File: config.mk
export PLATFORM = sky130hd
export DESIGN_NAME = positional_circular_list_engine_flat
export DESIGN_NICKNAME = d
export VERILOG_FILES = /design/src/hw/rtl/pcle_pkg.sv /design/src/hw/rtl/pcle_req_if.sv /design/src/hw/rtl/pcle_res_if.sv /design/src/hw/rtl/pcle_ram.sv /design/src/hw/rtl/pcle_seq.sv /design/src/hw/rtl/positional_circular_list_engine.sv /design/src/flat_wrapper.sv
export SDC_FILE = /design/constraint.sdc
export NUM_CORES = 2
export LEC_CHECK = 0
export BUFFER_PORTS_ARGS = -buffer_cell sky130_fd_sc_hd__buf_2
export CAP_MARGIN = 20
export CORE_MARGIN = 10
export CORE_UTILIZATION = 38
export DETAILED_ROUTE_END_ITERATION = 7
export PLACE_DENSITY = 0.57
export SLEW_MARGIN = 10
export SYNTH_ARGS = -nofsm -noshare
export SYNTH_HDL_FRONTEND = slang
export SYNTH_SLANG_ARGS = --single-unit
export TNS_END_PERCENT = 50
File: constraint.sdc
create_clock -name i_clk -period 7.3 [get_ports i_clk]
set_input_delay 1.46 -clock i_clk [delete_from_list [all_inputs] [get_ports i_clk]]
set_output_delay 1.46 -clock i_clk [all_outputs]
set_load 0.02 [all_outputs]
File: src/hw/rtl/pcle_pkg.sv
// ============================================================================
// pcle_pkg: shared types and constants of the positional circular list engine
// Request and result payloads, request and status codes, sequencer states.
// ============================================================================
package pcle_pkg;

    localparam int KIND_W   = 2;
    localparam int POS_W    = 6;
    localparam int VAL_W    = 32;
    localparam int STATUS_W = 3;

    // A traverse reports at most this many elements.
    localparam int MAX_RESULTS = 32;

    typedef enum logic [KIND_W-1:0] {
        KIND_INSERT   = 2'd0,
        KIND_DELETE   = 2'd1,
        KIND_SEARCH   = 2'd2,
        KIND_TRAVERSE = 2'd3
    } t_kind;

    typedef enum logic [STATUS_W-1:0] {
        ST_OK       = 3'd0,
        ST_BADPOS   = 3'd1,
        ST_EMPTY    = 3'd2,
        ST_NOTFOUND = 3'd3,
        ST_FULL     = 3'd4
    } t_status;

    typedef enum logic [2:0] {
        S_IDLE,
        S_INS,
        S_DEL,
        S_SRCH,
        S_TRD,
        S_TEMIT,
        S_REPORT
    } t_state;

    typedef struct packed {
        t_kind                   kind;
        logic [POS_W-1:0]        position;
        logic signed [VAL_W-1:0] value;
    } t_req;

    typedef struct packed {
        t_status                 status;
        logic signed [VAL_W-1:0] element;
        logic [POS_W-1:0]        slot;
        logic                    last;
    } t_res;

endpackage

File: src/hw/rtl/pcle_req_if.sv
// ============================================================================
// pcle_req_if: request channel
// Valid/ready channel carrying one list request per transfer.
// ============================================================================
interface pcle_req_if;
    logic        valid;
    logic        ready;
    logic [1:0]  kind;
    logic [5:0]  position;
    logic signed [31:0] value;

    modport source (output valid, kind, position, value, input ready);
    modport sink   (input valid, kind, position, value, output ready);
endinterface

File: src/hw/rtl/pcle_res_if.sv
// ============================================================================
// pcle_res_if: result channel
// Valid/ready channel carrying one result per transfer.
// ============================================================================
interface pcle_res_if;
    logic        valid;
    logic        ready;
    logic [2:0]  status;
    logic signed [31:0] element;
    logic [5:0]  slot;
    logic        last;

    modport source (output valid, status, element, slot, last, input ready);
    modport sink   (input valid, status, element, slot, last, output ready);
endinterface

File: src/hw/rtl/pcle_ram.sv
// ============================================================================
// pcle_ram: generic simple dual-port RAM
// One write port and one read port; read data is registered.
// ============================================================================
module pcle_ram #(
    parameter int WIDTH = 32,
    parameter int DEPTH = 32
) (
    input  logic                     i_clk,
    input  logic                     i_we,
    input  logic [$clog2(DEPTH)-1:0] i_waddr,
    input  logic [WIDTH-1:0]         i_wdata,
    input  logic [$clog2(DEPTH)-1:0] i_raddr,
    output logic [WIDTH-1:0]         o_rdata
);

    logic [WIDTH-1:0] r_mem [DEPTH];
    logic [WIDTH-1:0] r_rdata;

    always_ff @(posedge i_clk) begin
        if (i_we) begin
            r_mem[i_waddr] <= i_wdata;
        end
        r_rdata <= r_mem[i_raddr];
    end

    assign o_rdata = r_rdata;

endmodule

File: src/hw/rtl/pcle_seq.sv
// ============================================================================
// pcle_seq: list sequencer
// Walks the list memory one entry per cycle to shift and search, and entry by entry to traverse.
// ============================================================================
module pcle_seq #(
    parameter int DEPTH = 32
) (
    input  logic            i_clk,
    input  logic            i_rst_n,
    input  logic            i_req_valid,
    output logic            o_req_ready,
    input  pcle_pkg::t_req  i_req,
    input  logic            i_out_free,
    output logic            o_push,
    output pcle_pkg::t_res  o_res
);

    localparam int AW   = $clog2(DEPTH);
    localparam int CW   = $clog2(DEPTH + 1);
    localparam int PW   = pcle_pkg::POS_W;
    localparam int VW   = pcle_pkg::VAL_W;
    localparam int CMPW = ((CW > PW) ? CW : PW) + 1;

    pcle_pkg::t_state  r_state, n_state;
    logic [CW-1:0]     r_count, n_count;
    logic [CW-1:0]     r_idx, n_idx;
    logic [PW-1:0]     r_pos, n_pos;
    logic [VW-1:0]     r_val, n_val;
    logic              r_pend, n_pend;
    logic              r_pend_wr, n_pend_wr;
    logic [AW-1:0]     r_wr_addr, n_wr_addr;
    logic              r_hit, n_hit;
    pcle_pkg::t_status r_status, n_status;
    logic [VW-1:0]     r_elem, n_elem;
    logic [PW-1:0]     r_slot, n_slot;

    logic              ram_we;
    logic [AW-1:0]     ram_waddr;
    logic [VW-1:0]     ram_wdata;
    logic [AW-1:0]     ram_raddr;
    logic [VW-1:0]     ram_rdata;

    logic              accept;
    logic [CMPW-1:0]   w_cnt, w_idx, w_pos, w_req_pos;
    logic              list_empty, ins_bad, ins_full, del_bad;
    logic              ins_go, del_go, walk_go, trav_last;

    assign accept     = i_req_valid && o_req_ready;
    assign w_cnt      = CMPW'(r_count);
    assign w_idx      = CMPW'(r_idx);
    assign w_pos      = CMPW'(r_pos);
    assign w_req_pos  = CMPW'(i_req.position);
    assign list_empty = (r_count == '0);
    assign ins_bad    = (i_req.position == '0) || (w_req_pos > w_cnt + CMPW'(1));
    assign ins_full   = (w_cnt >= CMPW'(DEPTH));
    assign del_bad    = (i_req.position == '0) || (w_req_pos > w_cnt);

    // Insert copies entry idx-1 up to idx while idx has not gone below the position.
    assign ins_go    = (w_idx >= w_pos);
    // Delete reads from position-1 through count-1; search reads the whole list.
    assign del_go    = (w_idx < w_cnt);
    assign walk_go   = (w_idx < w_cnt);
    assign trav_last = (w_idx + CMPW'(1) == w_cnt) ||
                       (w_idx + CMPW'(1) == CMPW'(pcle_pkg::MAX_RESULTS));

    pcle_ram #(
        .WIDTH (VW),
        .DEPTH (DEPTH)
    ) u_ram (
        .i_clk   (i_clk),
        .i_we    (ram_we),
        .i_waddr (ram_waddr),
        .i_wdata (ram_wdata),
        .i_raddr (ram_raddr),
        .o_rdata (ram_rdata)
    );

    // Next state.
    always_comb begin
        n_state = r_state;
        case (r_state)
            pcle_pkg::S_IDLE: begin
                if (accept) begin
                    case (i_req.kind)
                        pcle_pkg::KIND_INSERT: begin
                            n_state = (ins_bad || ins_full) ? pcle_pkg::S_REPORT
                                                            : pcle_pkg::S_INS;
                        end
                        pcle_pkg::KIND_DELETE: begin
                            n_state = (list_empty || del_bad) ? pcle_pkg::S_REPORT
                                                              : pcle_pkg::S_DEL;
                        end
                        pcle_pkg::KIND_SEARCH: begin
                            n_state = list_empty ? pcle_pkg::S_REPORT : pcle_pkg::S_SRCH;
                        end
                        default: begin
                            n_state = list_empty ? pcle_pkg::S_REPORT : pcle_pkg::S_TRD;
                        end
                    endcase
                end
            end
            pcle_pkg::S_INS: begin
                if (!ins_go && !r_pend) begin
                    n_state = pcle_pkg::S_REPORT;
                end
            end
            pcle_pkg::S_DEL: begin
                if (!del_go && !r_pend) begin
                    n_state = pcle_pkg::S_REPORT;
                end
            end
            pcle_pkg::S_SRCH: begin
                if (!walk_go && !r_pend) begin
                    n_state = pcle_pkg::S_REPORT;
                end
            end
            pcle_pkg::S_TRD: begin
                if (i_out_free) begin
                    n_state = pcle_pkg::S_TEMIT;
                end
            end
            pcle_pkg::S_TEMIT: begin
                n_state = trav_last ? pcle_pkg::S_IDLE : pcle_pkg::S_TRD;
            end
            pcle_pkg::S_REPORT: begin
                if (i_out_free) begin
                    n_state = pcle_pkg::S_IDLE;
                end
            end
            default: begin
                n_state = pcle_pkg::S_IDLE;
            end
        endcase
    end

    // Outputs: handshake, result push and memory port control.
    always_comb begin
        o_req_ready = (r_state == pcle_pkg::S_IDLE);
        o_push      = 1'b0;
        o_res       = '{status: r_status, element: r_elem, slot: r_slot, last: 1'b1};
        ram_we      = r_pend && r_pend_wr;
        ram_waddr   = r_wr_addr;
        ram_wdata   = ram_rdata;
        ram_raddr   = '0;
        case (r_state)
            pcle_pkg::S_INS: begin
                if (ins_go) begin
                    ram_raddr = AW'(r_idx - CW'(1));
                end else if (!r_pend) begin
                    // The shift is done: the new value lands at position-1.
                    ram_we    = 1'b1;
                    ram_waddr = AW'(r_idx);
                    ram_wdata = r_val;
                end
            end
            pcle_pkg::S_DEL, pcle_pkg::S_SRCH: begin
                ram_raddr = AW'(r_idx);
            end
            pcle_pkg::S_TRD: begin
                ram_raddr = AW'(r_idx);
            end
            pcle_pkg::S_TEMIT: begin
                o_push = 1'b1;
                o_res  = '{status:  pcle_pkg::ST_OK,
                           element: ram_rdata,
                           slot:    PW'(w_idx + CMPW'(1)),
                           last:    trav_last};
            end
            pcle_pkg::S_REPORT: begin
                o_push = i_out_free;
            end
            default: begin
            end
        endcase
    end

    // Next values of the working registers.
    always_comb begin
        n_count   = r_count;
        n_idx     = r_idx;
        n_pos     = r_pos;
        n_val     = r_val;
        n_pend    = 1'b0;
        n_pend_wr = 1'b0;
        n_wr_addr = r_wr_addr;
        n_hit     = r_hit;
        n_status  = r_status;
        n_elem    = r_elem;
        n_slot    = r_slot;
        case (r_state)
            pcle_pkg::S_IDLE: begin
                if (accept) begin
                    n_pos    = i_req.position;
                    n_val    = i_req.value;
                    n_hit    = 1'b0;
                    n_elem   = '0;
                    n_slot   = '0;
                    n_idx    = '0;
                    n_status = pcle_pkg::ST_OK;
                    case (i_req.kind)
                        pcle_pkg::KIND_INSERT: begin
                            if (ins_bad) begin
                                n_status = pcle_pkg::ST_BADPOS;
                            end else if (ins_full) begin
                                n_status = pcle_pkg::ST_FULL;
                            end else begin
                                n_elem = i_req.value;
                                n_slot = i_req.position;
                                n_idx  = r_count;
                            end
                        end
                        pcle_pkg::KIND_DELETE: begin
                            if (list_empty) begin
                                n_status = pcle_pkg::ST_EMPTY;
                            end else if (del_bad) begin
                                n_status = pcle_pkg::ST_BADPOS;
                            end else begin
                                n_slot = i_req.position;
                                n_idx  = CW'(w_req_pos - CMPW'(1));
                            end
                        end
                        default: begin
                            if (list_empty) begin
                                n_status = pcle_pkg::ST_EMPTY;
                            end
                        end
                    endcase
                end
            end
            pcle_pkg::S_INS: begin
                if (ins_go) begin
                    n_pend    = 1'b1;
                    n_pend_wr = 1'b1;
                    n_wr_addr = AW'(r_idx);
                    n_idx     = r_idx - CW'(1);
                end else if (!r_pend) begin
                    n_count = r_count + CW'(1);
                end
            end
            pcle_pkg::S_DEL: begin
                if (r_pend && !r_pend_wr) begin
                    n_elem = ram_rdata;
                end
                if (del_go) begin
                    // The first read fetches the removed value; later reads move down.
                    n_pend    = 1'b1;
                    n_pend_wr = (w_idx != w_pos - CMPW'(1));
                    n_wr_addr = AW'(r_idx - CW'(1));
                    n_idx     = r_idx + CW'(1);
                end else if (!r_pend) begin
                    n_count = r_count - CW'(1);
                end
            end
            pcle_pkg::S_SRCH: begin
                if (r_pend && (ram_rdata == r_val)) begin
                    n_hit = 1'b1;
                end
                if (walk_go) begin
                    n_pend = 1'b1;
                    n_idx  = r_idx + CW'(1);
                end else if (!r_pend) begin
                    n_status = r_hit ? pcle_pkg::ST_OK : pcle_pkg::ST_NOTFOUND;
                end
            end
            pcle_pkg::S_TEMIT: begin
                n_idx = r_idx + CW'(1);
            end
            default: begin
            end
        endcase
    end

    always_ff @(posedge i_clk) begin
        if (!i_rst_n) begin
            r_state <= pcle_pkg::S_IDLE;
            r_count <= '0;
            r_pend  <= 1'b0;
        end else begin
            r_state <= n_state;
            r_count <= n_count;
            r_pend  <= n_pend;
        end
    end

    always_ff @(posedge i_clk) begin
        r_idx     <= n_idx;
        r_pos     <= n_pos;
        r_val     <= n_val;
        r_pend_wr <= n_pend_wr;
        r_wr_addr <= n_wr_addr;
        r_hit     <= n_hit;
        r_status  <= n_status;
        r_elem    <= n_elem;
        r_slot    <= n_slot;
    end

    a_count_bound: assert property (@(posedge i_clk) disable iff (!i_rst_n)
        r_count <= CW'(DEPTH))
        else $error("element count exceeds the list depth");

    a_push_free: assert property (@(posedge i_clk) disable iff (!i_rst_n)
        o_push |-> i_out_free)
        else $error("result pushed while the output register is occupied");

    a_accept_busy: assert property (@(posedge i_clk) disable iff (!i_rst_n)
        accept |=> (r_state != pcle_pkg::S_IDLE))
        else $error("request accepted but the sequencer stayed idle");

    a_count_step: assert property (@(posedge i_clk) disable iff (!i_rst_n)
        ($past(i_rst_n) && (r_count != $past(r_count))) |->
        ((r_count == $past(r_count) + CW'(1)) || (r_count + CW'(1) == $past(r_count))))
        else $error("element count moved by more than one");

endmodule

File: src/hw/rtl/positional_circular_list_engine.sv
// ============================================================================
// positional_circular_list_engine: ordered list of signed 32-bit values
// Insert and delete by 1-based position, search by value, and traverse.
// ============================================================================
//
//  Channel  Direction  Transfer carries
//  i_req    in         kind, position, value
//  o_res    out        status, element, slot, last
//
// The list memory has one read and one write port. Insert, delete and
// search walk it one entry per cycle; traverse reads one entry at a time
// and waits for a free output register before it pushes each element.
// Reset clears the element count; the memory contents need no clearing.
// A result waits in the output register; the engine stalls only when it
// must push another result while that register is still occupied.
// ============================================================================
module positional_circular_list_engine #(
    parameter int DEPTH = 32
) (
    input  logic        i_clk,
    input  logic        i_rst_n,
    pcle_req_if.sink    i_req,
    pcle_res_if.source  o_res
);

    pcle_pkg::t_req req;
    pcle_pkg::t_res seq_res;
    pcle_pkg::t_res r_out;
    logic           r_out_valid;
    logic           seq_push;
    logic           out_free;
    logic           seq_ready;

    assign req = '{kind:     pcle_pkg::t_kind'(i_req.kind),
                   position: i_req.position,
                   value:    i_req.value};

    assign out_free    = !r_out_valid || o_res.ready;
    assign i_req.ready = seq_ready;

    pcle_seq #(
        .DEPTH (DEPTH)
    ) u_seq (
        .i_clk       (i_clk),
        .i_rst_n     (i_rst_n),
        .i_req_valid (i_req.valid),
        .o_req_ready (seq_ready),
        .i_req       (req),
        .i_out_free  (out_free),
        .o_push      (seq_push),
        .o_res       (seq_res)
    );

    always_ff @(posedge i_clk) begin
        if (!i_rst_n) begin
            r_out_valid <= 1'b0;
        end else if (seq_push) begin
            r_out_valid <= 1'b1;
        end else if (o_res.ready) begin
            r_out_valid <= 1'b0;
        end
    end

    always_ff @(posedge i_clk) begin
        if (seq_push) begin
            r_out <= seq_res;
        end
    end

    assign o_res.valid   = r_out_valid;
    assign o_res.status  = r_out.status;
    assign o_res.element = r_out.element;
    assign o_res.slot    = r_out.slot;
    assign o_res.last    = r_out.last;

endmodule

File: src/flat_wrapper.sv
// flat-port wrapper written by rule: the top's interface ports become plain ports
module positional_circular_list_engine_flat 
#(
    parameter int DEPTH = 32
)
  (i_clk, i_rst_n, i_req_valid, i_req_kind, i_req_position, i_req_value, i_req_ready, o_res_valid, o_res_status, o_res_element, o_res_slot, o_res_last, o_res_ready);
  pcle_req_if i_req_i ();
  pcle_res_if o_res_i ();
  input  logic i_clk;
  input  logic i_rst_n;
  input wire logic [$bits(i_req_i.valid)-1:0] i_req_valid;
  input wire logic [$bits(i_req_i.kind)-1:0] i_req_kind;
  input wire logic [$bits(i_req_i.position)-1:0] i_req_position;
  input wire logic [$bits(i_req_i.value)-1:0] i_req_value;
  output wire logic [$bits(i_req_i.ready)-1:0] i_req_ready;
  output wire logic [$bits(o_res_i.valid)-1:0] o_res_valid;
  output wire logic [$bits(o_res_i.status)-1:0] o_res_status;
  output wire logic [$bits(o_res_i.element)-1:0] o_res_element;
  output wire logic [$bits(o_res_i.slot)-1:0] o_res_slot;
  output wire logic [$bits(o_res_i.last)-1:0] o_res_last;
  input wire logic [$bits(o_res_i.ready)-1:0] o_res_ready;
  assign i_req_i.valid = i_req_valid;
  assign i_req_i.kind = i_req_kind;
  assign i_req_i.position = i_req_position;
  assign i_req_i.value = i_req_value;
  assign i_req_ready = i_req_i.ready;
  assign o_res_valid = o_res_i.valid;
  assign o_res_status = o_res_i.status;
  assign o_res_element = o_res_i.element;
  assign o_res_slot = o_res_i.slot;
  assign o_res_last = o_res_i.last;
  assign o_res_i.ready = o_res_ready;
  positional_circular_list_engine #(.DEPTH(DEPTH)) u_core (.i_clk(i_clk), .i_rst_n(i_rst_n), .i_req(i_req_i), .o_res(o_res_i));
endmodule
==> summary.md <==
| Metric | Value |
|---|---|
| Placed insts | 4898 |
| H-tree level count | 3 |
| GRT Residual Overflow | 0 |
| Initial core utilization | 0.383 |
| Post-synth cell types | between 70 and 80 |
| Least-Margin Pin Slew | around 1200 ps |
| Syn-to-layout area delta | 13.9% |
| Setup CP Type | reg2reg |
| Via-to-Cell Ratio | ~5.6 |
| Critical path endpoint | u_core.u_seq.u_ram.o_rdata[29]$_DFF_P_ |
| Vias in the first global route | around 27000 |
| Post-synth ARST share | 0 |
| Clock Tree Buf Depth | 3 |
| Die Width | 381 microns |
| Routed Antenna Nets | 0 |
| Leak | 18.7 nW |
| Total Die Area | between 100000 and 150000 sq um |
| CP max stage cell | o22a_1 |
| Syn_area_per_cell | about 16 sq um |
| Post-synthesis sequential area ratio | 0.719 |
| Initial DRC Count | roughly 3200 |
| Mapped Nets | 3258 |
| GPL Wtd Cong | 0.819 |
| Switching part of the total | 0.370 |
| Area post-placement | between 50000 and 60000 sq um |
| Critical path launch point type | flop |
| Pre-CTS setup slack | 2360 ps |
| Final core utilization | 0.436 |
| Synthesized cell area | ~50000 sq um |
| Total Power | around 24 mW |
| Worst skew pair latency | about 720 ps |
| TritonCTS buffer count | 120 |
| Post-CTS Setup Inserts | 0 |
| First-pass GRT wire length | about 200000 microns |
| Share of cells above drive strength 1 | 0.145 |
| Hold Slack | 524 ps |
| Vias | 28459 |
| Clock Tree Root | clkbuf_16 |
| Clk_skew | between 40 and 50 ps |
| Final period utilization | 0.678 |
| Post-DP HPWL | around 88000 microns |
| Setup TNS | 0 ps |
| Final Instance Count excl. Fillers | approximately 5000 |
| Clock sink total | 1201 |
| Crit Path Max Fanout | 87 |
| Largest net degree at the start of global routing | 146 |
| Arr. time, crit path | ~5500 ps |
| Fin area | 56400 sq um |
| Clock share of power | 0.254 |
| DIE HEIGHT | between 300 and 400 microns |
| First drt pass iteration count | 6 |
| Fill cells | ~12000 |
| Met2 Resource Use GR | 0.275 |
| Worst-case vdd ir drop | ~0.36 mV |
| CTS Hold Buffers Added | 0 |
| Crit Reg-Reg Endpoint | u_core.u_seq.u_ram.o_rdata[29]$_DFF_P_ |
| Post-CTS resize count | 0 |
| Most Used Layer, Global Route | met2 |
| Comb pwr share | 0.341 |
| RSZ-0062 raised after global routing | false |
| Critical Path End Type | flop |
| PwrDens | about 430 nW/um^2 |
| Worst stage delay on the critical path | around 920 ps |
| Crit path time final | 4950 ps |
| Aggregate global-route resource usage | 0.185 |
| Wirelength per Cell | around 27 microns |
| FF-to-FF path depth | 11 |
| Antenna violations before repair | 2 |
| Setup crit start | u_core.u_seq.r_idx[0]$_DFFE_PP_ |
| Clk slew on worst S/H paths | 60 ps |
| Net load switching power | 8.90 mW |
| Slew Viols, Final | 0 |
| Final hold violation count | 0 |
| Syn. warnings | 0 |
| Status | finished clean |
| Cells after synthesis | 3173 |
| Reg2reg start | u_core.u_seq.r_idx[0]$_DFFE_PP_ |
| CORE AREA | around 130000 sq um |
| Synth Flop Type | edfxtp_1 |
| Number of synthesized flops with an enable pin | 1157 |
| #FFs+latches synth | ~1200 |
| Hold path cells | 2 |
| R2R setup slack | about 2300 ps |
| PnR worst setup slack | between 2000 and 2500 ps |
| Final nets | between 3000 and 4000 |
| WP data required | roughly 8000 ps |
| HP Class | reg2reg |
| Number of max-cap violations | 0 |
| Sequential power share | 0.405 |
| DRC viols | 0 |
| # IOs | 88 |
| Critical-path cell list | clkinv_1 > ha_1 > nand2b_1 > a211oi_2 > o22a_1 > o21ai_4 > buf_12 > nor2_1 > a32oi_1 > a31oi_1 > o32ai_1 |
| FP Rows | approximately 130 |
| CTS tree | yes |
| Port bufs | just under 90 |
| Final WL | around 140000 microns |
| GR Util met3 | 0.0409 |
| Slew margin rel. | 0.232 |
| Met1 global-route usage | 0.272 |
| Final setup vio count | 0 |
| Cell Int Power | about 15 mW |
| FMAX | around 200 MHz |
synthesized netlist by cell type (4+ instances only):
library cell	n	area [sq um]
nor3b_1	4	30.0
dfxtp_1	44	881
o21ai_0	60	300
o211ai_1	29	218
buf_2	60	300
nor2b_1	14	87.6
nand2b_1	7	43.8
a221oi_2	11	165
o221ai_1	31	272
o32ai_1	8	70.1
a21o_1	8	60.1
a22oi_1	7	52.6
and2_1	11	68.8
nor4_1	8	50.1
a221oi_1	9	78.8
a211oi_1	8	60.1
a211oi_2	10	125
buf_6	11	124
mux2_2	85	957
o31ai_1	11	82.6
nand3_1	111	556
o22ai_1	55	344
a21oi_1	24	120
o21a_1	8	60.1
buf_1	7	26.3
nor2_1	76	285
nor3_1	13	65.1
nand4_1	8	50.1
nand2_1	395	1480
clkbuf_1	77	289
buf_4	21	158
xor2_1	24	210
edfxtp_1	1157	34700
and3_1	4	25.0
xnor2_1	40	350
a31oi_1	44	275
inv_1	40	150
o211a_1	14	140
ha_1	40	500
a32oi_1	48	420
mux2i_1	490	4900
routing by layer:
layer	part of all wire	wire length [microns]	vias up
met4	0.025	3430	0
met5	0	0	-
li1	-	-	12508
met2	0.44	61200	1118
met3	0.082	11500	177
met1	0.45	63200	14656
worst min path at each step:
stage | from | slack, ps | endpoint
2_1_floorplan | u_core.u_seq.r_slot[0]$_DFFE_PP_ | 500 | u_core.o_res.slot[0]$_DFFE_PP_
3_3_place_gp | u_core.u_seq.r_slot[0]$_DFFE_PP_ | 510 | u_core.o_res.slot[0]$_DFFE_PP_
3_5_place_dp | u_core.u_seq.r_slot[5]$_DFFE_PP_ | 510 | u_core.o_res.slot[5]$_DFFE_PP_
4_1_cts | u_core.u_seq.r_slot[5]$_DFFE_PP_ | 530 | u_core.o_res.slot[5]$_DFFE_PP_
5_1_grt | u_core.u_seq.r_elem[25]$_DFFE_PP_ | 540 | u_core.o_res.element[25]$_DFFE_PP_
6_report | u_core.u_seq.r_slot[5]$_DFFE_PP_ | 520 | u_core.o_res.slot[5]$_DFFE_PP_
kinds of logic (layout without fill, tap and decap cells):
group | count (synthesis) | count (layout) | synth area share
fa+ha+maj | 41 | 41 | 0.0105
xor+xnor | 64 | 64 | 0.0113
mux | 575 | 575 | 0.118
buf+inv | 217 | 428 | 0.0212
flops | 1201 | 1201 | 0.719
compound gates | 412 | 412 | 0.0622
other cells | 0 | 1 | 0
simple gates | 663 | 663 | 0.0573
final cells by class:
class,count,area (sq um),share of cell area
antenna,1,2.50,0.0000444
clock inverter,64,589,0.0104
multi-input combinational,1755,13200,0.234
clock buffer,161,3310,0.0587
timing repair buffer,162,1350,0.0239
sequential,1201,35600,0.632
inverter,41,154,0.00273
tap,1742,2180,0.0386
power groups by stage:
stage / combinational [mW] / sequential, mW / clock [mW]
2_1_floorplan: 5.09 / 9.60 / 0
3_3_place_gp: 8.02 / 9.87 / 0
3_5_place_dp: 8.08 / 9.87 / 0
4_1_cts: 8.12 / 9.73 / 6.21
5_1_grt: 8.70 / 9.77 / 6.48
6_report: 8.19 / 9.74 / 6.12
cell usage in the layout (no fill, tap or decap), drive strengths merged, types with 7 or more instances in the layout:
master,count
mux2i,490
clkinv,49
buf,162
clkbuf,161
o211a,14
edfxtp,1157
ha,40
xor2,24
nand3,111
a221oi,20
nand2,395
inv,44
nor2,76
o22ai,56
a21oi,25
o221ai,31
o21ai,63
bufinv,10
dfxtp,44
o211ai,29
nand2b,8
a32oi,48
and2,11
a31oi,44
nand4,8
nor2b,14
nor3,14
a211oi,18
o31ai,11
o32ai,8
nor4,8
o21a,8
mux2,85
xnor2,40
a22oi,7
a21o,8
state kept, by name, indices dropped and copies added (netlist names):
signal	flops
u_core.u_seq.r_idx	6
u_core.o_res.last	1
u_core.u_seq.r_val	32
u_core.u_seq.r_state	3
u_core.o_res.element	32
u_core.u_seq.r_pend_wr	1
u_core.u_seq.r_wr_addr	5
u_core.u_seq.u_ram.r_mem	1024
u_core.u_seq.r_pos	6
u_core.u_seq.r_elem	32
u_core.u_seq.r_slot	6
u_core.u_seq.u_ram.o_rdata	32
u_core.o_res.status	3
u_core.u_seq.r_count	6
u_core.u_seq.r_pend	1
u_core.o_res.valid	1
u_core.o_res.slot	6
u_core.u_seq.r_status	3
u_core.u_seq.r_hit	1
worst max-delay path: cells and delay by family (launching register included):
kind	cells	cell delay, ps
AOI/OAI and AO/OA	6	2540
buffers and inverters	2	630
DFF	1	350
adders and majority gates	1	400
and+or+nand+nor	2	640
(Power assumes the default switching activity.)
